--- src/hdl/bfa_pkg.sv ---
// Shared types and constants for the bitmap frame allocator.
`timescale 1ns / 1ps

package bfa_pkg;

  // Field widths of the stream words and the configuration port
  localparam int unsigned OP_W        = 1;
  localparam int unsigned COUNT_W     = 6;
  localparam int unsigned FRAME_W     = 11;
  localparam int unsigned STATUS_W    = 2;
  localparam int unsigned IN_TDATA_W  = 24;
  localparam int unsigned OUT_TDATA_W = 16;
  localparam int unsigned WIU_W       = 7;
  localparam int unsigned FW_W        = 6;
  localparam int unsigned CFG_IDX_W   = 1;
  localparam int unsigned CFG_DATA_W  = 7;

  // Configuration register indexes
  localparam logic [CFG_IDX_W-1:0] CFG_WORDS_IN_USE = 1'b0;
  localparam logic [CFG_IDX_W-1:0] CFG_FIRST_WORD   = 1'b1;

  localparam logic [WIU_W-1:0] WORDS_IN_USE_RST = 7'd64;
  localparam logic [FW_W-1:0]  FIRST_WORD_RST   = 6'd0;

  localparam logic [OP_W-1:0] OP_ALLOC = 1'b0;
  localparam logic [OP_W-1:0] OP_FREE  = 1'b1;

  typedef enum logic [STATUS_W-1:0] {
    ST_DONE   = 2'd0,
    ST_NOROOM = 2'd1,
    ST_BADREQ = 2'd2
  } bfa_status_e;

  typedef enum logic [2:0] {
    S_CLEAR,
    S_IDLE,
    S_DECIDE,
    S_SCAN,
    S_FREE_RD,
    S_FREE_WR,
    S_FINISH
  } bfa_state_e;

  typedef struct packed {
    logic        load_in;
    logic        clr_step;
    logic        alloc_start;
    logic        scan_next;
    logic        scan_hit;
    logic        free_init;
    logic        free_rd;
    logic        free_wr;
    logic        set_status;
    bfa_status_e status_val;
    logic        load_out;
  } bfa_cmd_t;

  typedef struct packed {
    logic clr_last;
    logic bad_count;
    logic op_free;
    logic no_search;
    logic scan_hit;
    logic scan_end;
    logic free_past_end;
    logic free_last;
    logic out_busy;
  } bfa_stat_t;

endpackage

--- src/hdl/bfa_ram.sv ---
// Generic single-write, single-read RAM with registered read data.
`timescale 1ns / 1ps

module bfa_ram #(
  parameter int unsigned WIDTH = 32,
  parameter int unsigned DEPTH = 64,
  localparam int unsigned AW = (DEPTH > 1) ? $clog2(DEPTH) : 1
) (
  input  logic             clk_i,
  input  logic             we_i,
  input  logic [AW-1:0]    waddr_i,
  input  logic [WIDTH-1:0] wdata_i,
  input  logic [AW-1:0]    raddr_i,
  output logic [WIDTH-1:0] rdata_o
);

  logic [WIDTH-1:0] mem_q [DEPTH];
  logic [WIDTH-1:0] rdata_q;

  always_ff @(posedge clk_i) begin
    if (we_i) begin
      mem_q[waddr_i] <= wdata_i;
    end
    rdata_q <= mem_q[raddr_i];
  end

  assign rdata_o = rdata_q;

endmodule

--- src/hdl/bfa_ctrl.sv ---
// Controller state machine of the bitmap frame allocator.
`timescale 1ns / 1ps

module bfa_ctrl import bfa_pkg::*; (
  input  logic      clk_i,
  input  logic      rst_ni,
  input  logic      in_valid_i,
  output logic      in_ready_o,
  input  bfa_stat_t stat_i,
  output bfa_cmd_t  cmd_o
);

  bfa_state_e state_q, state_d;

  always_ff @(posedge clk_i or negedge rst_ni) begin
    if (!rst_ni) begin
      state_q <= S_CLEAR;
    end else begin
      state_q <= state_d;
    end
  end

  always_comb begin
    state_d = state_q;
    case (state_q)
      S_CLEAR: begin
        if (stat_i.clr_last) state_d = S_IDLE;
      end
      S_IDLE: begin
        if (in_valid_i) state_d = S_DECIDE;
      end
      S_DECIDE: begin
        if (stat_i.bad_count) begin
          state_d = S_FINISH;
        end else if (stat_i.op_free) begin
          state_d = S_FREE_RD;
        end else if (stat_i.no_search) begin
          state_d = S_FINISH;
        end else begin
          state_d = S_SCAN;
        end
      end
      S_SCAN: begin
        if (stat_i.scan_hit || stat_i.scan_end) state_d = S_FINISH;
      end
      S_FREE_RD: begin
        state_d = stat_i.free_past_end ? S_FINISH : S_FREE_WR;
      end
      S_FREE_WR: begin
        state_d = stat_i.free_last ? S_FINISH : S_FREE_RD;
      end
      S_FINISH: begin
        if (!stat_i.out_busy) state_d = S_IDLE;
      end
      default: state_d = S_CLEAR;
    endcase
  end

  always_comb begin
    cmd_o      = '0;
    cmd_o.status_val = ST_DONE;
    in_ready_o = 1'b0;
    case (state_q)
      S_CLEAR: begin
        cmd_o.clr_step = 1'b1;
      end
      S_IDLE: begin
        in_ready_o    = 1'b1;
        cmd_o.load_in = in_valid_i;
      end
      S_DECIDE: begin
        cmd_o.set_status = 1'b1;
        if (stat_i.bad_count) begin
          cmd_o.status_val = ST_BADREQ;
        end else if (stat_i.op_free) begin
          cmd_o.status_val = ST_DONE;
          cmd_o.free_init  = 1'b1;
        end else if (stat_i.no_search) begin
          cmd_o.status_val = ST_NOROOM;
        end else begin
          cmd_o.set_status  = 1'b0;
          cmd_o.alloc_start = 1'b1;
        end
      end
      S_SCAN: begin
        if (stat_i.scan_hit) begin
          cmd_o.scan_hit   = 1'b1;
          cmd_o.set_status = 1'b1;
          cmd_o.status_val = ST_DONE;
        end else if (stat_i.scan_end) begin
          cmd_o.set_status = 1'b1;
          cmd_o.status_val = ST_NOROOM;
        end else begin
          cmd_o.scan_next = 1'b1;
        end
      end
      S_FREE_RD: begin
        cmd_o.free_rd = !stat_i.free_past_end;
      end
      S_FREE_WR: begin
        cmd_o.free_wr = 1'b1;
      end
      S_FINISH: begin
        cmd_o.load_out = !stat_i.out_busy;
      end
      default: begin
        cmd_o = '0;
      end
    endcase
  end

endmodule

--- src/hdl/bfa_dp.sv ---
// Datapath: bitmap RAM, word scan, fit search, free run walk and result register.
`timescale 1ns / 1ps

module bfa_dp import bfa_pkg::*; #(
  parameter int unsigned BITMAP_WORDS = 64,
  parameter int unsigned WORD_BITS    = 32
) (
  input  logic                  clk_i,
  input  logic                  rst_ni,
  input  bfa_cmd_t              cmd_i,
  output bfa_stat_t             stat_o,
  input  logic                  cfg_we_i,
  input  logic [CFG_IDX_W-1:0]  cfg_index_i,
  input  logic [CFG_DATA_W-1:0] cfg_data_i,
  input  logic [OP_W-1:0]       in_op_i,
  input  logic [COUNT_W-1:0]    in_count_i,
  input  logic [FRAME_W-1:0]    in_frame_i,
  output logic                  out_valid_o,
  input  logic                  out_ready_i,
  output logic [STATUS_W-1:0]   out_status_o,
  output logic [FRAME_W-1:0]    out_frame_o
);

  localparam int unsigned AW  = (BITMAP_WORDS > 1) ? $clog2(BITMAP_WORDS) : 1;
  localparam int unsigned WW  = $clog2(BITMAP_WORDS + 1);
  localparam int unsigned CW  = (WW > 12) ? WW : 12;
  localparam int unsigned BIW = $clog2(WORD_BITS);
  localparam int unsigned PW  = CW + 8;
  localparam logic [CW-1:0] WORDS_C = CW'(BITMAP_WORDS);
  localparam logic [7:0]    WB8     = 8'(WORD_BITS);

  // Mask of the lowest k bits of a word
  function automatic logic [WORD_BITS-1:0] run_mask(input logic [7:0] k);
    logic [WORD_BITS-1:0] m;
    if (k >= WB8) begin
      m = '1;
    end else begin
      m = ~({WORD_BITS{1'b1}} << k);
    end
    return m;
  endfunction

  // Configuration
  logic [WIU_W-1:0] words_in_use_q;
  logic [FW_W-1:0]  first_word_q;

  always_ff @(posedge clk_i or negedge rst_ni) begin
    if (!rst_ni) begin
      words_in_use_q <= WORDS_IN_USE_RST;
      first_word_q   <= FIRST_WORD_RST;
    end else if (cfg_we_i) begin
      case (cfg_index_i)
        CFG_WORDS_IN_USE: words_in_use_q <= cfg_data_i;
        CFG_FIRST_WORD:   first_word_q   <= cfg_data_i[FW_W-1:0];
        default: ;
      endcase
    end
  end

  // Work registers
  logic [CW-1:0]        word_q, word_d;
  logic                 out_valid_q, out_valid_d;
  logic [BIW-1:0]       bit_q, bit_d;
  logic [OP_W-1:0]      op_q;
  logic [COUNT_W-1:0]   count_q, count_d;
  logic [FRAME_W-1:0]   frame_q, frame_d;
  bfa_status_e          rstat_q;
  logic [STATUS_W-1:0]  out_status_q;
  logic [FRAME_W-1:0]   out_frame_q;

  // RAM port signals
  logic                 ram_we;
  logic [AW-1:0]        ram_waddr;
  logic [WORD_BITS-1:0] ram_wdata;
  logic [AW-1:0]        ram_raddr;
  logic [WORD_BITS-1:0] ram_rdata;

  bfa_ram #(
    .WIDTH (WORD_BITS),
    .DEPTH (BITMAP_WORDS)
  ) u_bitmap (
    .clk_i   (clk_i),
    .we_i    (ram_we),
    .waddr_i (ram_waddr),
    .wdata_i (ram_wdata),
    .raddr_i (ram_raddr),
    .rdata_o (ram_rdata)
  );

  // Search limit and word stepping
  logic [CW-1:0] limit;
  logic [CW-1:0] word_inc;
  logic [CW-1:0] first_word_ext;

  assign limit = (CW'(words_in_use_q) > WORDS_C) ? WORDS_C : CW'(words_in_use_q);
  assign word_inc = word_q + CW'(1);
  assign first_word_ext = CW'(first_word_q);

  // First-fit search inside the word just read
  logic [WORD_BITS-1:0] alloc_run;
  logic [WORD_BITS-1:0] fit;
  logic [BIW-1:0]       hit_pos;

  assign alloc_run = run_mask(8'(count_q));

  always_comb begin
    fit = '0;
    for (int p = 0; p < WORD_BITS; p++) begin
      fit[p] = ((8'(p) + 8'(count_q)) <= WB8) && ((ram_rdata & (alloc_run << p)) == '0);
    end
  end

  always_comb begin
    hit_pos = '0;
    for (int p = WORD_BITS - 1; p >= 0; p--) begin
      if (fit[p]) hit_pos = BIW'(p);
    end
  end

  // Free: bits of the current word that fall inside the run
  logic [7:0]           room;
  logic [7:0]           take;
  logic [WORD_BITS-1:0] free_mask;

  assign room      = WB8 - 8'(bit_q);
  assign take      = (8'(count_q) < room) ? 8'(count_q) : room;
  assign free_mask = run_mask(take) << bit_q;

  // RAM control
  always_comb begin
    ram_we    = 1'b0;
    ram_waddr = word_q[AW-1:0];
    ram_wdata = '0;
    ram_raddr = word_q[AW-1:0];
    if (cmd_i.clr_step) begin
      ram_we = 1'b1;
    end else if (cmd_i.scan_hit) begin
      ram_we    = 1'b1;
      ram_wdata = ram_rdata | (alloc_run << hit_pos);
    end else if (cmd_i.free_wr) begin
      ram_we    = 1'b1;
      ram_wdata = ram_rdata & ~free_mask;
    end
    if (cmd_i.alloc_start) begin
      ram_raddr = first_word_ext[AW-1:0];
    end else if (cmd_i.scan_next) begin
      ram_raddr = word_inc[AW-1:0];
    end
  end

  always_comb begin
    word_d  = word_q;
    bit_d   = bit_q;
    count_d = count_q;
    frame_d = frame_q;
    if (cmd_i.clr_step || cmd_i.scan_next || cmd_i.free_wr) begin
      word_d = word_inc;
    end
    if (cmd_i.alloc_start) begin
      word_d = first_word_ext;
    end
    if (cmd_i.load_in) begin
      count_d = in_count_i;
      frame_d = in_frame_i;
    end
    if (cmd_i.scan_hit) begin
      bit_d = hit_pos;
    end
    if (cmd_i.free_init) begin
      // word size is a power of two: word and bit are slices of the frame number
      word_d = CW'(frame_q >> BIW);
      bit_d  = frame_q[BIW-1:0];
    end
    if (cmd_i.free_wr) begin
      count_d = count_q - take[COUNT_W-1:0];
      bit_d   = '0;
    end
  end

  // Result frame number of a successful allocate
  logic [PW-1:0]      frame_full;
  logic [FRAME_W-1:0] res_frame;

  assign frame_full = PW'(word_q) * PW'(WORD_BITS) + PW'(bit_q);
  assign res_frame  = (rstat_q == ST_DONE && op_q == OP_ALLOC) ? frame_full[FRAME_W-1:0]
                                                                : '0;

  assign out_valid_d = cmd_i.load_out | (out_valid_q & ~out_ready_i);

  always_ff @(posedge clk_i or negedge rst_ni) begin
    if (!rst_ni) begin
      word_q      <= '0;
      out_valid_q <= 1'b0;
    end else begin
      word_q      <= word_d;
      out_valid_q <= out_valid_d;
    end
  end

  always_ff @(posedge clk_i) begin
    bit_q   <= bit_d;
    count_q <= count_d;
    frame_q <= frame_d;
    if (cmd_i.load_in) begin
      op_q <= in_op_i;
    end
    if (cmd_i.set_status) begin
      rstat_q <= cmd_i.status_val;
    end
    if (cmd_i.load_out) begin
      out_status_q <= rstat_q;
      out_frame_q  <= res_frame;
    end
  end

  // Status toward the controller
  always_comb begin
    stat_o               = '0;
    stat_o.clr_last      = (word_q == WORDS_C - CW'(1));
    stat_o.bad_count     = (count_q == '0);
    stat_o.op_free       = (op_q == OP_FREE);
    stat_o.no_search     = (8'(count_q) > WB8) || (first_word_ext >= limit);
    stat_o.scan_hit      = |fit;
    stat_o.scan_end      = (word_inc >= limit);
    stat_o.free_past_end = (word_q >= WORDS_C);
    stat_o.free_last     = (8'(count_q) == take);
    stat_o.out_busy      = out_valid_q & ~out_ready_i;
  end

  assign out_valid_o  = out_valid_q;
  assign out_status_o = out_status_q;
  assign out_frame_o  = out_frame_q;

endmodule

--- src/hdl/bitmap_frame_allocator.sv ---
// Bitmap frame allocator: a first-fit allocate searches one bitmap word per cycle.
// A zero count, or an allocate with a count wider than a word or an empty search range, gets its
// result without a search; a free reads and rewrites each word it touches and stops past the map.
// Throughput: one word in flight; the next is taken the cycle after the result is loaded,
// even while that result still waits on m_axis_tready.
// Reset: a pass over all BITMAP_WORDS words clears the map to free; no word is accepted meanwhile.
`timescale 1ns / 1ps

module bitmap_frame_allocator import bfa_pkg::*; #(
  parameter int unsigned BITMAP_WORDS = 64,
  parameter int unsigned WORD_BITS    = 32
) (
  input  logic                   clk_i,
  input  logic                   rst_ni,
  input  logic                   s_axis_tvalid,
  output logic                   s_axis_tready,
  input  logic [IN_TDATA_W-1:0]  s_axis_tdata,  // count[5:0], frame_index[16:6], zero[23:17]
  input  logic [OP_W-1:0]        s_axis_tuser,  // op[0]
  output logic                   m_axis_tvalid,
  input  logic                   m_axis_tready,
  output logic [OUT_TDATA_W-1:0] m_axis_tdata,  // status[1:0], alloc_frame[12:2], zero[15:13]
  input  logic                   cfg_valid_i,
  output logic                   cfg_ready_o,
  input  logic [CFG_IDX_W-1:0]   cfg_index_i,
  input  logic [CFG_DATA_W-1:0]  cfg_data_i
);

  bfa_cmd_t            cmd;
  bfa_stat_t           stat;
  logic [STATUS_W-1:0] out_status;
  logic [FRAME_W-1:0]  out_frame;

  assign cfg_ready_o = 1'b1;

  bfa_ctrl u_ctrl (
    .clk_i      (clk_i),
    .rst_ni     (rst_ni),
    .in_valid_i (s_axis_tvalid),
    .in_ready_o (s_axis_tready),
    .stat_i     (stat),
    .cmd_o      (cmd)
  );

  bfa_dp #(
    .BITMAP_WORDS (BITMAP_WORDS),
    .WORD_BITS    (WORD_BITS)
  ) u_dp (
    .clk_i        (clk_i),
    .rst_ni       (rst_ni),
    .cmd_i        (cmd),
    .stat_o       (stat),
    .cfg_we_i     (cfg_valid_i & cfg_ready_o),
    .cfg_index_i  (cfg_index_i),
    .cfg_data_i   (cfg_data_i),
    .in_op_i      (s_axis_tuser),
    .in_count_i   (s_axis_tdata[COUNT_W-1:0]),
    .in_frame_i   (s_axis_tdata[COUNT_W +: FRAME_W]),
    .out_valid_o  (m_axis_tvalid),
    .out_ready_i  (m_axis_tready),
    .out_status_o (out_status),
    .out_frame_o  (out_frame)
  );

  assign m_axis_tdata = {{(OUT_TDATA_W - STATUS_W - FRAME_W){1'b0}}, out_frame, out_status};

  // A result is never loaded over one that has not been taken
  a_no_overwrite: assert property (@(posedge clk_i) disable iff (!rst_ni)
    cmd.load_out |-> !(m_axis_tvalid && !m_axis_tready))
    else $error("result register overwritten");

  // At most one bitmap write source per cycle
  a_one_writer: assert property (@(posedge clk_i) disable iff (!rst_ni)
    $onehot0({cmd.clr_step, cmd.scan_hit, cmd.free_wr}))
    else $error("conflicting bitmap writes");

  // One word in flight: no accept right after an accept
  a_one_in_flight: assert property (@(posedge clk_i) disable iff (!rst_ni)
    (s_axis_tvalid && s_axis_tready) |=> !s_axis_tready)
    else $error("word accepted while another is in flight");

  // Failed allocates and frees report frame zero
  a_frame_zero: assert property (@(posedge clk_i) disable iff (!rst_ni)
    (m_axis_tvalid && m_axis_tdata[1:0] != ST_DONE) |-> m_axis_tdata[12:2] == '0)
    else $error("nonzero frame on failed request");

endmodule

--- config.mk ---
export PLATFORM = sky130hd
export DESIGN_NAME = bitmap_frame_allocator
export DESIGN_NICKNAME = d
export VERILOG_FILES = /design/src/hdl/bfa_pkg.sv /design/src/hdl/bfa_ram.sv /design/src/hdl/bfa_ctrl.sv /design/src/hdl/bfa_dp.sv /design/src/hdl/bitmap_frame_allocator.sv
export SDC_FILE = /design/constraint.sdc
export NUM_CORES = 2
export LEC_CHECK = 0
export ABC_AREA = 1
export ABC_CLOCK_PERIOD_IN_PS = 10000
export BUFFER_PORTS_ARGS = -buffer_cell sky130_fd_sc_hd__buf_2
export CORE_MARGIN = 2
export CORE_UTILIZATION = 30
export DETAILED_ROUTE_END_ITERATION = 8
export GPL_ROUTABILITY_DRIVEN = 0
export PLACE_DENSITY = 0.4
export REMOVE_ABC_BUFFERS = 1
export SLEW_MARGIN = 20
export SYNTH_ARGS = -nofsm -noshare
export SYNTH_HDL_FRONTEND = slang
export SYNTH_SLANG_ARGS = --single-unit
export TNS_END_PERCENT = 20
--- constraint.sdc ---
create_clock -name clk_i -period 10 [get_ports clk_i]
set_input_delay 0.5 -clock clk_i [delete_from_list [all_inputs] [get_ports clk_i]]
set_output_delay 0.5 -clock clk_i [all_outputs]
set_load 0.05 [all_outputs]
==> results.json <==
{
  "outcome": "complete, but fails checks",
  "violations": "design-rule violations",
  "p_total_mw": 42.8,
  "met3_usage_pct": 3.20,
  "syn_avg_cell_area_um2": 10.9,
  "hold_class": "input pin to register",
  "clock_tree.root_cell": "clkbuf_16",
  "dp_slack_ns": 1.65,
  "finalCritPeriodShare_pct": 88.2,
  "irDropWorstVdd_mv": 0.308,
  "hold_path_depth": 5,
  "max_cap_viol_count": 0,
  "rsz0062_at_grt": "no",
  "grt_pass1_wl_mm": 536,
  "synthTopCellsByArea": "edfxtp_1 64%, nand2_1 7.3%, nand3_1 6.1%",
  "nFillCells": 32196,
  "cts_inserted_buffers": 240,
  "setup_viol": 0,
  "clkSinkCount": 2147,
  "rows": 208,
  "fin_tns_setup_ns": 0,
  "num_io_pins": 57,
  "cts_max_path_buffers": 4,
  "yosys-top-cells-count": "2081 x edfxtp_1, 1878 x nand2_1, 1192 x nand3_1, 577 x a21oi_1, 459 x a31oi_1",
  "grt_use_met1_pct": 32.0,
  "core_um2": 322000,
  "startpoint_type": "register",
  "cp_common_cell": "nand2_1",
  "port_buffers": 45,
  "use_met2_pct": 34.3,
  "setup_slack_ns": 1.18,
  "maxSlewViolCount": 0,
  "cp-end-kind": "register",
  "required_ns": 10.64,
  "die_y_um": 573,
  "die_w_um": 573,
  "worstReg2RegStart": "u_dp.count_q[1]",
  "num_vias": 73381,
  "worst_slew_pin_slew_ns": 1.16,
  "hold_slack_ns": 0.195,
  "synth_cell_type_count": 68,
  "critPathLaunch": "u_dp.count_q[1]",
  "tritoncts": "done",
  "synth-edff-count": 2081,
  "area_growth_pct": 14.4,
  "maxSlewHeadroom_pct": 22.2,
  "ys_seq_area_share_pct": 65.8,
  "synth_top_flop_cell": "edfxtp_1",
  "final_util_pct": 34.6,
  "cp_max_fo": 33,
  "drc": 7,
  "grt-busiest-layer": "met2",
  "yosysTopAreaCellShare_pct": 64.3,
  "wirelength_mm": 379,
  "htreeDepth": 4,
  "grt_antenna_before_repair": 14,
  "insertion_delay_ns": 0.91,
  "yosysWarningCount": 0,
  "r2r_cells": 39,
  "power_leakage_nw": 39.3,
  "fin_skew_ns": 0.0682,
  "ctsResizeCount": 0,
  "critPathMaxStageDelay_ns": 0.81,
  "max_freq_ghz": 0.113,
  "final_nets": 8903,
  "worstHoldEndpoint": "u_ctrl.state_q[2]",
  "syn-instance-count": 8919,
  "gr-total-overflow": 0,
  "dieArea_um2": 329000,
  "grt_pass1_vias": 70001,
  "hold_viol": 0,
  "syn-cell-area_um2": 97200,
  "synthArstFlopShare_pct": 1.35,
  "grtUsageTotal_pct": 22.2,
  "grt_start_max_net_pins": 130,
  "r2r_end": "u_dp.u_bitmap.mem_q[16][26]",
  "cp.arrival_ns": 9.46,
  "rrSetupSlack_ns": 1.18,
  "drt_iter0_drc": 8612,
  "drive_gt1_share_pct": 9.32,
  "post_cts_buffers": 0,
  "ys_ff_latch": 2147,
  "ant_nets": 0,
  "period_minus_slack_ns": 8.82,
  "critical_path_class": "register to register",
  "crit_path_top_delay_cell": "nor2_2",
  "clkTransAtPathRegs_ns": 0.06,
  "wire_per_inst_um": 28.4,
  "synth_area_leader_cell": "edfxtp_1",
  "power_density_nw_per_um2": 385,
  "holdCritStartpoint": "s_axis_tvalid",
  "vias_per_cell": 5.50,
  "dr.pass1.iters": 9,
  "synth.most_common_cell": "edfxtp_1",
  "initial_core_util_pct": 30.2,
  "hpwl_mm": 218
}
## kinds of logic (layout without fill, tap and decap cells)
logic type	count (synthesis)	in the layout	share of synthesized area [%]
compound gates	2097	2097	13.0
xor+xnor	30	30	0.270
fa+ha+maj	41	41	0.536
buf+inv	1124	1216	4.97
flops	2147	2147	65.8
mux	11	11	0.113
other cells	2	16	0.00773
simple gates	3467	3467	15.3
## critical path, delay by kind of cell, from the launching register on
kind / cells / cell delay (ns)
AND/OR/NAND/NOR: 32 / 4.75
AO/OA/AOI/OAI: 2 / 0.71
flip-flops: 1 / 0.73
buffers and inverters: 5 / 2.33
## layout make-up
type | instances | area, µm² | share of cell area, %
multi-input combinational | 5650 | 29300 | 26.4
antenna | 12 | 30.0 | 0.0270
clock buffer | 311 | 6380 | 5.73
clock inverter | 120 | 936 | 0.841
tap | 4305 | 5390 | 4.84
sequential | 2147 | 64000 | 57.5
inverter | 406 | 1550 | 1.39
timing repair buffer | 379 | 3670 | 3.30
## power breakdown
| part | switching, mW | internal [mW] | total, mW | leakage, nW |
|---|---|---|---|---|
| Clock | 3.68 | 4.79 | 8.48 | 3.58 |
| Sequential | 0.362 | 11.2 | 11.6 | 20.1 |
| Combinational | 17.0 | 5.82 | 22.8 | 15.6 |
## metal layers
layer | vias to the layer above | part of all wire [%]
met5 | - | 0.0034
met4 | 2 | 3.8
met3 | 739 | 6.6
li1 | 32621 | -
met1 | 37061 | 45
met2 | 2958 | 44
## per-stage QoR
step / cell area, µm² / cells
after global routing: 111000 / 13319
after CTS: 111000 / 13317
after detailed placement: 104000 / 12859
final: 111000 / 13330
after global placement: 103000 / 12846
after floorplan: 93900 / 8203
## what timing repair did
item	in CTS	in global routing
endpoints found under the setup margin	0	0
hold buffers	27	0
endpoints found under the hold margin	61	0
## sequential cells by signal, summed over array words and instances, names as in the netlist
name	count
u_dp.out_frame_o	11
u_dp.words_in_use_q	7
u_dp.op_q	1
u_dp.u_bitmap.rdata_o	32
u_dp.out_valid_o	1
u_dp.first_word_q	6
u_dp.word_q	12
u_dp.count_q	6
u_dp.frame_q	11
u_dp.bit_q	5
u_ctrl.state_q	3
u_dp.u_bitmap.mem_q	2048
u_dp.out_status_o	2
u_dp.rstat_q	2
## worst max path at each step
stage / slack (ns) / endpoint / cells past startpoint
6_report: 1.18 / u_dp.u_bitmap.mem_q[16][26] / 39
5_1_grt: 0.86 / u_dp.u_bitmap.mem_q[25][26] / 41
4_1_cts: 1.58 / u_dp.u_bitmap.rdata_o[23] / 25
3_5_place_dp: 1.65 / u_dp.u_bitmap.rdata_o[23] / 25
3_3_place_gp: 1.46 / u_dp.u_bitmap.mem_q[31][26] / 41
2_1_floorplan: -81.65 / u_dp.u_bitmap.rdata_o[24] / 9
## cell usage in the layout, fill, tap and decap left out, types with 26 or more instances in the layout
cell / count
o21ai_0: 268
inv_2: 26
a31oi_1: 443
clkinv_2: 41
nor2_1: 224
dfxtp_1: 37
nand2_1: 1873
nand4_1: 29
clkbuf_1: 65
buf_12: 57
inv_1: 359
buf_2: 45
nor2_4: 71
dfrtp_1: 28
o311ai_1: 38
xor2_1: 28
a21oi_1: 569
clkinv_1: 68
a211oi_1: 206
a221oi_1: 39
o2111ai_1: 30
o22ai_1: 106
buf_4: 242
edfxtp_1: 2081
o211ai_1: 109
ha_1: 40
o21ai_1: 193
clkbuf_16: 244
nand3_1: 1191
dlygate4sd3_1: 27
Note: power is estimated with default switching activity, not from simulation.
